File: config.mk
export PLATFORM = sky130hd
export DESIGN_NAME = line_pixel_rasterizer
export DESIGN_NICKNAME = d
export VERILOG_FILES = /design/src/rtl/core/lpr_pkg.sv /design/src/rtl/core/lpr_front.sv /design/src/rtl/core/lpr_queue.sv /design/src/rtl/core/lpr_back.sv /design/src/rtl/core/line_pixel_rasterizer.sv
export SDC_FILE = /design/constraint.sdc
export NUM_CORES = 2
export LEC_CHECK = 0
export BUFFER_PORTS_ARGS = -buffer_cell sky130_fd_sc_hd__buf_4
export CORE_MARGIN = 4
export CORE_UTILIZATION = 44
export CTS_CLUSTER_DIAMETER = 100
export DETAILED_ROUTE_END_ITERATION = 6
export PLACE_DENSITY_LB_ADDON = 0.05
export SETUP_SLACK_MARGIN = 0.05
export SLEW_MARGIN = 20
export SYNTH_ARGS = -nofsm -noshare
export SYNTH_HDL_FRONTEND = slang
export SYNTH_SLANG_ARGS = --single-unit
File: constraint.sdc
create_clock -name clk -period 9 [get_ports clk]
set_input_delay 1.35 -clock clk [delete_from_list [all_inputs] [get_ports clk]]
set_output_delay 1.35 -clock clk [all_outputs]
set_load 0.005 [all_outputs]
File: src/rtl/core/lpr_pkg.sv
// Shared types and constants for the line pixel rasterizer.
package lpr_pkg;
  localparam int CW = 16;
  localparam int DW = CW + 1;
  localparam int NW = 2 * CW;
  localparam int EW = (DW > 14) ? DW : 14;
  localparam int AW = 30;
  localparam int CNTW = $clog2(NW) + 1;
  localparam logic [2:0] REG_PEN_COLOR = 3'd0;
  localparam logic [2:0] REG_X_RES = 3'd1;
  localparam logic [2:0] REG_Y_RES = 3'd2;
  localparam logic [2:0] REG_X_OFF = 3'd3;
  localparam logic [2:0] REG_Y_OFF = 3'd4;
  localparam logic [2:0] REG_BPP = 3'd5;
  localparam logic [2:0] REG_LINE_BYTES = 3'd6;
  localparam logic [2:0] REG_SCREEN_BYTES = 3'd7;
  localparam logic [1:0] ST_WRITTEN = 2'd0;
  localparam logic [1:0] ST_OFFSCREEN = 2'd1;
  localparam logic [1:0] ST_BEYOND = 2'd2;
  localparam logic [1:0] ST_UNUSED = 2'd3;
  localparam logic [1:0] PIXEL_ROOM = 2'd2;

  typedef struct packed {
    logic                 op;
    logic                 vert;
    logic signed [CW-1:0] ox;
    logic signed [CW-1:0] oy;
    logic [CW-1:0]        dx;
    logic signed [DW-1:0] dy;
    logic [CW-1:0]        send;
  } cmd_t;

  typedef struct packed {
    logic [15:0] pen_color;
    logic [12:0] x_res;
    logic [12:0] y_res;
    logic [11:0] x_off;
    logic [11:0] y_off;
    logic [2:0]  bpp;
    logic [15:0] line_bytes;
    logic [29:0] screen_bytes;
  } cfg_t;
endpackage

File: src/rtl/core/lpr_front.sv
// Request decode: orders endpoints and derives step parameters.
module lpr_front (
  input  logic                         op,
  input  logic signed [lpr_pkg::CW-1:0] start_x,
  input  logic signed [lpr_pkg::CW-1:0] start_y,
  input  logic signed [lpr_pkg::CW-1:0] end_x,
  input  logic signed [lpr_pkg::CW-1:0] end_y,
  output lpr_pkg::cmd_t                cmd
);
  import lpr_pkg::*;

  logic signed [DW-1:0] ddx, ddy, ady;

  always_comb begin
    ddx = DW'(end_x) - DW'(start_x);
    ddy = DW'(end_y) - DW'(start_y);
    ady = ddy[DW-1] ? -ddy : ddy;
    cmd.op = op;
    if (start_x == end_x) begin
      cmd.vert = 1'b1;
      cmd.ox = start_x;
      cmd.oy = (start_y < end_y) ? start_y : end_y;
      cmd.dx = '0;
      cmd.dy = ady;
      cmd.send = ady[CW-1:0];
    end else if (start_x < end_x) begin
      cmd.vert = 1'b0;
      cmd.ox = start_x;
      cmd.oy = start_y;
      cmd.dx = ddx[CW-1:0];
      cmd.dy = ddy;
      cmd.send = ddx[CW-1:0];
    end else begin
      cmd.vert = 1'b0;
      cmd.ox = end_x;
      cmd.oy = end_y;
      cmd.dx = CW'(-ddx);
      cmd.dy = -ddy;
      cmd.send = CW'(-ddx);
    end
  end
endmodule

File: src/rtl/core/lpr_queue.sv
// Two-entry request queue between decode and pixel engine.
module lpr_queue (
  input  logic          clk,
  input  logic          rst,
  input  logic          push,
  input  lpr_pkg::cmd_t push_data,
  output logic          full,
  input  logic          pop,
  output logic          not_empty,
  output lpr_pkg::cmd_t pop_data
);
  import lpr_pkg::*;

  cmd_t        mem [2];
  logic        wptr, rptr;
  logic [1:0]  count;

  assign full = (count == 2'd2);
  assign not_empty = (count != 2'd0);
  assign pop_data = mem[rptr];

  always_ff @(posedge clk) begin
    if (push) begin
      mem[wptr] <= push_data;
    end
  end

  always_ff @(posedge clk) begin
    if (rst) begin
      wptr <= 1'b0;
      rptr <= 1'b0;
      count <= '0;
    end else begin
      if (push) wptr <= ~wptr;
      if (pop) rptr <= ~rptr;
      count <= count + {1'b0, push} - {1'b0, pop};
    end
  end
endmodule

File: src/rtl/core/lpr_back.sv
// Pixel engine: steps the line, divides for y, clips and addresses.
module lpr_back (
  input  logic                          clk,
  input  logic                          rst,
  input  lpr_pkg::cfg_t                 cfg,
  input  logic                          q_valid,
  input  lpr_pkg::cmd_t                 q_data,
  output logic                          q_pop,
  output logic                          out_valid,
  input  logic                          out_ready,
  output logic                          valid_res,
  output logic signed [lpr_pkg::CW-1:0] pixel_x,
  output logic signed [lpr_pkg::CW-1:0] pixel_y,
  output logic [lpr_pkg::AW-1:0]        byte_address,
  output logic [15:0]                   color,
  output logic [1:0]                    status,
  output logic                          last
);
  import lpr_pkg::*;

  localparam logic [2:0] S_IDLE = 3'd0;
  localparam logic [2:0] S_MUL = 3'd1;
  localparam logic [2:0] S_DIV = 3'd2;
  localparam logic [2:0] S_CLIP = 3'd3;
  localparam logic [2:0] S_ADDR = 3'd4;

  logic [2:0]           st;
  logic                 active, vert;
  logic [CW-1:0]        k, send, dx;
  logic signed [CW-1:0] ox, oy;
  logic signed [DW-1:0] dy;
  logic                 neg;
  logic [NW-1:0]        quot;
  logic [CW:0]          rem;
  logic [CNTW-1:0]      cnt;
  logic signed [DW-1:0] px, py;
  logic                 off;
  logic [16:0]          prod_x;
  logic [29:0]          prod_y;

  logic [CW-1:0]        dy_mag;
  logic [CW+1:0]        trial;
  logic signed [DW-1:0] qs;
  logic signed [EW-1:0] pxe, pye;
  logic [13:0]          pxo, pyo;
  logic [30:0]          loc;
  logic                 beyond;

  assign q_pop = (st == S_IDLE) && q_valid && !out_valid;

  always_comb begin
    dy_mag = dy[DW-1] ? CW'(-dy) : dy[CW-1:0];
    trial = {rem, quot[NW-1]} - {2'b00, dx};
    qs = {quot[DW-2:0], ~trial[CW+1]};
    pxe = EW'(px);
    pye = EW'(py);
    pxo = {1'b0, pxe[12:0]} + {2'b00, cfg.x_off};
    pyo = {1'b0, pye[12:0]} + {2'b00, cfg.y_off};
    loc = {14'd0, prod_x} + {1'b0, prod_y};
    beyond = ({1'b0, loc} + 32'(PIXEL_ROOM)) > {2'b00, cfg.screen_bytes};
  end

  always_ff @(posedge clk) begin
    case (st)
      S_MUL: begin
        neg <= dy[DW-1];
        quot <= NW'(k * dy_mag);
        rem <= '0;
        cnt <= '0;
        if (vert) begin
          px <= DW'(ox);
          py <= DW'(oy) + DW'({1'b0, k});
        end else begin
          px <= DW'(ox) + DW'({1'b0, k});
        end
      end
      S_DIV: begin
        if (!trial[CW+1]) begin
          rem <= trial[CW:0];
          quot <= {quot[NW-2:0], 1'b1};
        end else begin
          rem <= {rem[CW-1:0], quot[NW-1]};
          quot <= {quot[NW-2:0], 1'b0};
        end
        cnt <= cnt + 1'b1;
        if (cnt == CNTW'(NW - 1)) begin
          py <= DW'(oy) + (neg ? -qs : qs);
        end
      end
      S_CLIP: begin
        off <= pxe < 0 || pxe >= $signed(EW'({1'b0, cfg.x_res})) ||
               pye < 0 || pye >= $signed(EW'({1'b0, cfg.y_res}));
        prod_x <= 17'(pxo * cfg.bpp);
        prod_y <= 30'(pyo * cfg.line_bytes);
      end
      default: ;
    endcase
  end

  always_ff @(posedge clk) begin
    if (rst) begin
      st <= S_IDLE;
      active <= 1'b0;
      vert <= 1'b0;
      k <= '0;
      send <= '0;
      ox <= '0;
      oy <= '0;
      dx <= '0;
      dy <= '0;
      out_valid <= 1'b0;
      valid_res <= 1'b0;
      pixel_x <= '0;
      pixel_y <= '0;
      byte_address <= '0;
      color <= '0;
      status <= ST_WRITTEN;
      last <= 1'b0;
    end else begin
      if (out_valid && out_ready) out_valid <= 1'b0;
      case (st)
        S_IDLE: begin
          if (q_pop) begin
            if (!q_data.op) begin
              active <= 1'b1;
              vert <= q_data.vert;
              k <= '0;
              send <= q_data.send;
              ox <= q_data.ox;
              oy <= q_data.oy;
              dx <= q_data.dx;
              dy <= q_data.dy;
              st <= S_MUL;
            end else if (active) begin
              st <= S_MUL;
            end else begin
              out_valid <= 1'b1;
              valid_res <= 1'b0;
              pixel_x <= '0;
              pixel_y <= '0;
              byte_address <= '0;
              color <= '0;
              status <= ST_WRITTEN;
              last <= 1'b0;
            end
          end
        end
        S_MUL: st <= vert ? S_CLIP : S_DIV;
        S_DIV: if (cnt == CNTW'(NW - 1)) st <= S_CLIP;
        S_CLIP: st <= S_ADDR;
        S_ADDR: begin
          out_valid <= 1'b1;
          valid_res <= 1'b1;
          pixel_x <= px[CW-1:0];
          pixel_y <= py[CW-1:0];
          if (off) begin
            status <= ST_OFFSCREEN;
            byte_address <= '0;
            color <= '0;
          end else if (beyond) begin
            status <= ST_BEYOND;
            byte_address <= '0;
            color <= '0;
          end else begin
            status <= ST_WRITTEN;
            byte_address <= loc[AW-1:0];
            color <= cfg.pen_color;
          end
          if (k >= send) begin
            last <= 1'b1;
            active <= 1'b0;
          end else begin
            last <= 1'b0;
            k <= k + 1'b1;
          end
          st <= S_IDLE;
        end
        default: st <= S_IDLE;
      endcase
    end
  end
endmodule

File: src/rtl/core/line_pixel_rasterizer.sv
// Top level of the line pixel rasterizer.
// Each request yields one result. A start request (op 0) loads the endpoints and
// returns the first pixel; each op 1 request returns the next pixel of the line.
// A pixel of a non-vertical line is presented after dequeue by one multiply,
// the bit-serial divider for y, then clip and address stages. Vertical-line
// pixels skip the divider; an op 1 request with no line active presents its
// zero result at the dequeue edge.
// The engine takes the next request only after its result is accepted.
// A two-entry queue lets requests be taken while the engine works.
module line_pixel_rasterizer (
  input  logic                          clk,
  input  logic                          rst,
  input  logic                          cfg_we,
  input  logic [2:0]                    cfg_index,
  input  logic [29:0]                   cfg_data,
  input  logic                          in_valid,
  output logic                          in_ready,
  input  logic                          op,
  input  logic signed [lpr_pkg::CW-1:0] start_x,
  input  logic signed [lpr_pkg::CW-1:0] start_y,
  input  logic signed [lpr_pkg::CW-1:0] end_x,
  input  logic signed [lpr_pkg::CW-1:0] end_y,
  output logic                          out_valid,
  input  logic                          out_ready,
  output logic                          valid_res,
  output logic signed [lpr_pkg::CW-1:0] pixel_x,
  output logic signed [lpr_pkg::CW-1:0] pixel_y,
  output logic [lpr_pkg::AW-1:0]        byte_address,
  output logic [15:0]                   color,
  output logic [1:0]                    status,
  output logic                          last
);
  import lpr_pkg::*;

  cfg_t cfg;
  cmd_t dec_cmd, q_data;
  logic q_full, q_valid, q_pop;

  always_ff @(posedge clk) begin
    if (rst) begin
      cfg.pen_color <= 16'd61770;
      cfg.x_res <= 13'd240;
      cfg.y_res <= 13'd320;
      cfg.x_off <= '0;
      cfg.y_off <= '0;
      cfg.bpp <= 3'd2;
      cfg.line_bytes <= 16'd480;
      cfg.screen_bytes <= 30'd153600;
    end else if (cfg_we) begin
      case (cfg_index)
        REG_PEN_COLOR: cfg.pen_color <= cfg_data[15:0];
        REG_X_RES: cfg.x_res <= cfg_data[12:0];
        REG_Y_RES: cfg.y_res <= cfg_data[12:0];
        REG_X_OFF: cfg.x_off <= cfg_data[11:0];
        REG_Y_OFF: cfg.y_off <= cfg_data[11:0];
        REG_BPP: cfg.bpp <= cfg_data[2:0];
        REG_LINE_BYTES: cfg.line_bytes <= cfg_data[15:0];
        REG_SCREEN_BYTES: cfg.screen_bytes <= cfg_data;
        default: ;
      endcase
    end
  end

  assign in_ready = !q_full;

  lpr_front u_front (
    .op(op), .start_x(start_x), .start_y(start_y), .end_x(end_x), .end_y(end_y),
    .cmd(dec_cmd)
  );

  lpr_queue u_queue (
    .clk(clk), .rst(rst), .push(in_valid && in_ready), .push_data(dec_cmd),
    .full(q_full), .pop(q_pop), .not_empty(q_valid), .pop_data(q_data)
  );

  lpr_back u_back (
    .clk(clk), .rst(rst), .cfg(cfg), .q_valid(q_valid), .q_data(q_data),
    .q_pop(q_pop), .out_valid(out_valid), .out_ready(out_ready),
    .valid_res(valid_res), .pixel_x(pixel_x), .pixel_y(pixel_y),
    .byte_address(byte_address), .color(color), .status(status), .last(last)
  );

  a_skip_zero: assert property (@(posedge clk) disable iff (rst)
    out_valid && status != ST_WRITTEN |-> byte_address == '0 && color == '0)
    else $error("skipped pixel carries address or color");

  a_idle_zero: assert property (@(posedge clk) disable iff (rst)
    out_valid && !valid_res |-> !last && status == ST_WRITTEN && pixel_x == '0)
    else $error("idle result not zero");

  a_status_code: assert property (@(posedge clk) disable iff (rst)
    out_valid |-> status != ST_UNUSED)
    else $error("unused status code");

  a_no_push_full: assert property (@(posedge clk) disable iff (rst)
    q_full |-> !in_ready)
    else $error("queue overrun");
endmodule

Yosys cells after proc, flatten, opt, wreduce, memory -nomap -nowiden. Memories as Yosys holds them, arrays and structs flattened. A register that Yosys moved wholly into a read port is not among the register bits. Index checks and enable logic that the tools add are counted.

Flip-flop bits (word level): 442. Memory bits (writable): 166. Input bits: 103. Memories: 1.

Add/sub/neg operators: 18. Multiply operators: 3. $lt $le $gt $ge: 8. Equality and inequality tests: 23. Mux-type cells: 64. Bitwise logic cells: 4. Reductions and logical operators: 28.

Memories: u_queue.mem (words 2, bits a word 83, read ports 1, clocked after memory_dff 1, wr ports 1, RTL line lpr_queue.sv:14) `cmd_t mem [2];`.

Operators with widths (number): $mux 16 (10); $mux 30 (5); $pmux 16 s2 (4); $mux 17 (6); $mux 82 (1); $mux 81 (1); $pmux 17 s2 (2); $pmux 32 s2 (1); $pmux 30 s2 (1); $add 17x16->17 (2); $ge 17x14->1 (2); $lt 17x1->1 const B (2); $neg 17->17 (2); $add 31x2->32 const B (1); $gt 32x30->1 (1); $lt 16x16->1 (2); $mul 16x16->32 (1); $neg 16->16 (2); $add 17x30->31 (1); $mul 14x16->30 (1); $add 13x12->14 (2); $sub 18x16->18 (1); $add 16x17->17 (1); $mul 14x3->17 (1); 32 further kinds (95).

Logic depth before layout (Yosys ltp).
Word-level depth: 7. Mapped depth: 34. Mapped depth without buffers: 33.

Modules after synthesis. Synthesis repeated with hierarchy kept, for this count alone.

Cell total of the unflattened synthesis: 5589. Area, all modules: 52101.2 sq um.

Modules (own cells, without submodules): lpr_back (times used 1, cells an instance 4282, area an instance 36846.6 sq um, sequential area each 7847.5 sq um); lpr_queue (times used 1, cells an instance 279, area an instance 6557.5 sq um, sequential area each 5084.9 sq um); line_pixel_rasterizer (times used 1, cells an instance 438, area an instance 4670.7 sq um, sequential area each 2302.2 sq um); lpr_front (times used 1, cells an instance 590, area an instance 4026.4 sq um, sequential area each 0.0 sq um).

Least setup slack after synthesis. No wires, ideal clock.

Kind: reg-to-reg. Start: register u_back.dy[5]. End: register u_back.quot[29], data pin. Setup time: 267 ps. Arrival time: 7709 ps. Required time: 8733 ps. Path slack: 1024 ps. Stages on the path, launching flop included: 27. Path buffers: 2. Clock period less this slack: 7976 ps. Cells stage by stage: dfxtp_1 or4_1 or4_1 o31ai_1 xnor2_1 clkbuf_1 nand2_1 fa_1 fa_1 inv_1 fa_1 fa_1 fa_1 inv_1 fa_1 inv_1 ha_1 clkbuf_1 a21o_1 a21o_1 a21oi_1 o21ai_0 o41ai_1 o21ai_0 o221ai_1 nor3b_1 o31ai_1.

Longest elaborated chain between the ends: 4.

Ends and longest elaborated chain: from (decl) (RTL line lpr_back.sv:31) `logic signed [DW-1:0] dy;`; from (signal assigned) (RTL line lpr_back.sv:132) `dy <= q_data.dy;`; $neg 16->16 (RTL line lpr_back.sv:52) `dy_mag = dy[DW-1] ? CW'(-dy) : dy[CW-1:0];`; $mux 16 * (RTL line lpr_back.sv:52); $mul 16x16->32 * (RTL line lpr_back.sv:67) `quot <= NW'(k * dy_mag);`; $pmux 32 s2 * (RTL line lpr_back.sv:64) `case (st)`; to (signal assigned) (RTL line lpr_back.sv:67); to (signal assigned) (RTL line lpr_back.sv:80) `quot <= {quot[NW-2:0], 1'b1};`; to (signal assigned) (RTL line lpr_back.sv:83) `quot <= {quot[NW-2:0], 1'b0};`; to (decl) (RTL line lpr_back.sv:33) `logic [NW-1:0] quot;`.

Mark *: on every way between the ends. The rest lies on a longest branch, timed or not. A chain may end at the register's enable or synchronous reset.

Worst setup path in the final report.
Start: register u_back.py[1]. End: register u_back.prod_y[28], data pin.

Longest elaborated chain between the ends: 2.

Ends and longest elaborated chain: from (decl) (RTL line lpr_back.sv:36) `logic signed [DW-1:0] px, py;`; from (signal assigned) (RTL line lpr_back.sv:72) `py <= DW'(oy) + DW'({1'b0, k});`; from (signal assigned) (RTL line lpr_back.sv:87) `py <= DW'(oy) + (neg ? -qs : qs);`; $add 13x12->14 (RTL line lpr_back.sv:58) `pyo = {1'b0, pye[12:0]} + {2'b00, cfg.y_off};`; $mul 14x16->30 (RTL line lpr_back.sv:94) `prod_y <= 30'(pyo * cfg.line_bytes);`; to (signal assigned) (RTL line lpr_back.sv:94); to (decl) (RTL line lpr_back.sv:39) `logic [29:0] prod_y;`.

No other way between the ends.

==> results_dict.tcl <==
set metrics [dict create \
    status "complete, no violations" \
    floorplan.die.height_um 343 \
    final_critical_path_setup_slack_ps 725 \
    place_inst 6862 \
    numCtsBuffers 73 \
    grt_first_pass_wirelength_um 219000 \
    power_per_cell_area_nw_per_um2 214 \
    yosys.area_share.xor_xnor 0.0515 \
    syn_area_per_cell_um2 9.24 \
    timing.setup.tns_ps 0 \
    floorplan.initialDensity 0.444 \
    vdd.ir_drop.worst_uv 172 \
    syn_inst 5337 \
    path_clk_slew_ps 60 \
    synth_warnings 0 \
    synth_top_cells_by_count "nand2_1 (777), inv_1 (624), ha_1 (433)" \
    viasPerCell 5.30 \
    drt_first_iter_violations 2023 \
    final_util 0.494 \
    synth.cell_area_um2 49300 \
    finalWeightedCongestion 0.894 \
    synth_simple_gate_area_share 0.162 \
    num_io_pins 187 \
    layout_cells_sized_above_1 0.0881 \
    remaining_drc_errors 0 \
    fin_nets 6367 \
    crit_path_class "flip-flop to flip-flop" \
    critical_path.max_fanout 16 \
    final-max-slew-violation-count 0 \
    worstPathArrival_ps 8650 \
    synth_mux_area_frac 0.0302 \
    synthDominantAreaCellType "edfxtp_1" \
    max-slew-margin-rel 0.240 \
    synth_edf_count 304 \
    clock_latency_on_the_worst_skew_pair_ps 640 \
    main_combinational_cell_family_by_area_after_synthesis "adder cells" \
    count_of_port_buffers_added_during_placement 186 \
    max_cap_viol_count 0 \
    detail_route.wl_per_cell_um 20.0 \
    area_of_the_placeable_core_um2 111000 \
    asr_flop_ratio_synth 0 \
    h-tree-depth 3 \
    fmax_ghz 0.121 \
    ant_nets 0 \
    grt_pass1_vias 37600 \
    dpl.hpwl_um 107000 \
    yosysMostFrequentCell "nand2_1" \
    setup_viol 0 \
    fin_worst_skew_ps 24.4 \
    stdcell_count 6996 \
    hp-class "flip-flop to flip-flop" \
    fraction_of_the_mapped_netlist_area_in_compound_gates 0.117 \
    overflow 0 \
    placement.setup.worst_slack_ps 259 \
    cp-start-kind "flip-flop" \
    grt_start_max_net_pins 141 \
    ys_types 84 \
    worst_slew_pin_slew_ps 1130 \
    synthAdderAreaFrac 0.265 \
    post_synth_main_area_contributors "edfxtp_1 (19%), fa_1 (15%), dfxtp_1 (12%), ha_1 (11%), nand2_1 (5.9%)" \
    antenna_violations_before_repair 1 \
    worst_case_hold_slack_ps 453 \
    chipWidth_um 343 \
    synthToLayoutAreaGrowth_pct 11.1 \
    routed_wirelength_um 140000 \
    critPathMostFrequentCell "fa_1" \
    core.rowCount 122 \
    critPathRequiredTime_ps 9370 \
    power_leakage_nw 23.9 \
    design.die.area_um2 117000 \
    clock-sinks 609 \
    cp_endpoint_kind "flip-flop" \
    proportion_of_netlist_area_held_by_the_largest_area_contributor 0.185 \
    regToRegStartpoint "u_back.py[1]" \
    final.min_clock_period_ps 8270 \
    rsz0062_at_grt "no" \
    yosys_register_bits 609 \
    syn_nets 6254 \
    timing.critical_path.slowest_stage_cell "nor2b_1" \
    clockBufferDepth 3 \
    total_iterations_of_the_first_detailed_routing_run 6 \
    crit_path_start "u_back.py[1]" \
    grt_util_all_layers 0.239 \
    cts_tree "built" \
    clockRootBuffer "clkbuf_16" \
    seq_area_frac_synth 0.309 \
    hold_path_startpoint "cfg[3]" \
    final_cycle_share 0.919 \
    routed-via-count 37100 \
    final-hold-violation-count 0 \
    critPathMaxStageDelay_ps 790 \
    postSynth.topFlopCell "dfxtp_1" \
]
## logic make-up after synthesis
family | count (synthesis)
compound gates | 894
xor+xnor | 290
fa+ha+maj | 814
buf+inv | 854
flops | 609
mux | 144
simple gates | 1732
## power by group
part	leakage (nW)	switching (mW)	internal [mW]
Combinational	17.4	3.08	1.81
Clock	1.16	1.24	1.68
Sequential	5.32	0.347	3.55
Total	23.9	4.66	7.03
## metal layers
layer / up-vias / wire length [µm] / track usage
met5: - / 0 / 0
met4: 0 / 3510 / 0.0630
met3: 156 / 5770 / 0.0301
met2: 715 / 68600 / 0.419
met1: 18100 / 62000 / 0.311
li1: 18200 / - / -
## stage by stage
stage               power, mW  instance area (µm²)
floorplan                7.24                49300
global placement         8.82                52400
detailed placement       8.85                52400
CTS                      11.8                54800
global route             12.5                54800
finish                   11.7                54800
## final cells by class
cell class,instances,area [µm²]
Fill cell,10700,56200
Antenna cell,1,2.50
Sequential cell,609,15200
Tap cell,1488,1860
Multi-Input combinational cell,3874,31000
Timing Repair Buffer,267,2040
Clock inverter,30,277
Inverter,625,2350
Clock buffer,102,2080
## flip-flops by register name, indices dropped and copies added, names as in the netlist, 2 cells and up, named ones only
signal	cells
cfg	115
u_back.byte_address	30
u_back.cnt	6
u_back.color	16
u_back.dx	16
u_back.dy	17
u_back.k	16
u_back.ox	16
u_back.oy	16
u_back.pixel_x	16
u_back.pixel_y	16
u_back.prod_x	17
u_back.prod_y	30
u_back.px	17
u_back.py	17
u_back.quot	32
u_back.rem	17
u_back.send	16
u_back.st	3
u_back.status	2
u_queue.count	2
u_queue.mem	166
## worst max-delay path: cells and delay by family (launching register included)
family | cells | cell delay, ps
DFF | 1 | 460
AOI/OAI and AO/OA | 15 | 2490
and+or+nand+nor | 3 | 1420
buffers and inverters | 2 | 90
adders and majority gates | 8 | 3470
xor gates and xnor gates | 1 | 80
## final timing paths
| kind | endpoint | slack, ps | depth (start not counted) |
|---|---|---|---|
| worst max-delay path | u_back.prod_y[28] | 730 | 29 |
| worst min-delay path | cfg[3] | 450 | 2 |
| worst max register to register | u_back.prod_y[28] | 730 | 29 |
| worst min register to register | cfg[3] | 450 | 2 |
## what timing repair did
item                                    in CTS  in global routing
endpoints found under the setup margin       0                  3
resized for setup                            0                  5
setup buffers                                0                  1
hold buffers                                 0                  0
## placed cells by master (no fill, tap or decap), types with 15 or more instances in the layout
| cell type | netlist | final |
|---|---|---|
| clkbuf_8 | 0 | 15 |
| buf_4 | 1 | 264 |
| a31oi_1 | 16 | 16 |
| a21o_1 | 63 | 63 |
| fa_1 | 381 | 381 |
| o21ai_0 | 141 | 140 |
| nand3_1 | 109 | 109 |
| edfxtp_1 | 304 | 304 |
| nand3b_1 | 22 | 22 |
| nand4_1 | 35 | 35 |
| xnor2_1 | 178 | 176 |
| nor2b_1 | 40 | 40 |
| a22o_1 | 38 | 38 |
| clkbuf_16 | 0 | 73 |
| ha_1 | 433 | 433 |
| xor2_1 | 112 | 112 |
| dfxtp_1 | 305 | 302 |
| nand2b_1 | 34 | 34 |
| o21a_1 | 34 | 34 |
| and2_1 | 200 | 198 |
| nor2_1 | 321 | 317 |
| a21oi_1 | 301 | 299 |
| nor3_1 | 62 | 58 |
| mux2i_1 | 109 | 109 |
| o31ai_1 | 35 | 35 |
| mux2_2 | 34 | 34 |
| nand2_1 | 777 | 777 |
| a211oi_1 | 102 | 102 |
| or2_2 | 23 | 23 |
| or3_1 | 36 | 35 |
| clkbuf_1 | 206 | 15 |
| inv_1 | 624 | 624 |
| nor4_1 | 17 | 17 |
| and3_1 | 18 | 17 |
| o21bai_1 | 29 | 29 |
Power figures use the tool's default switching activity.
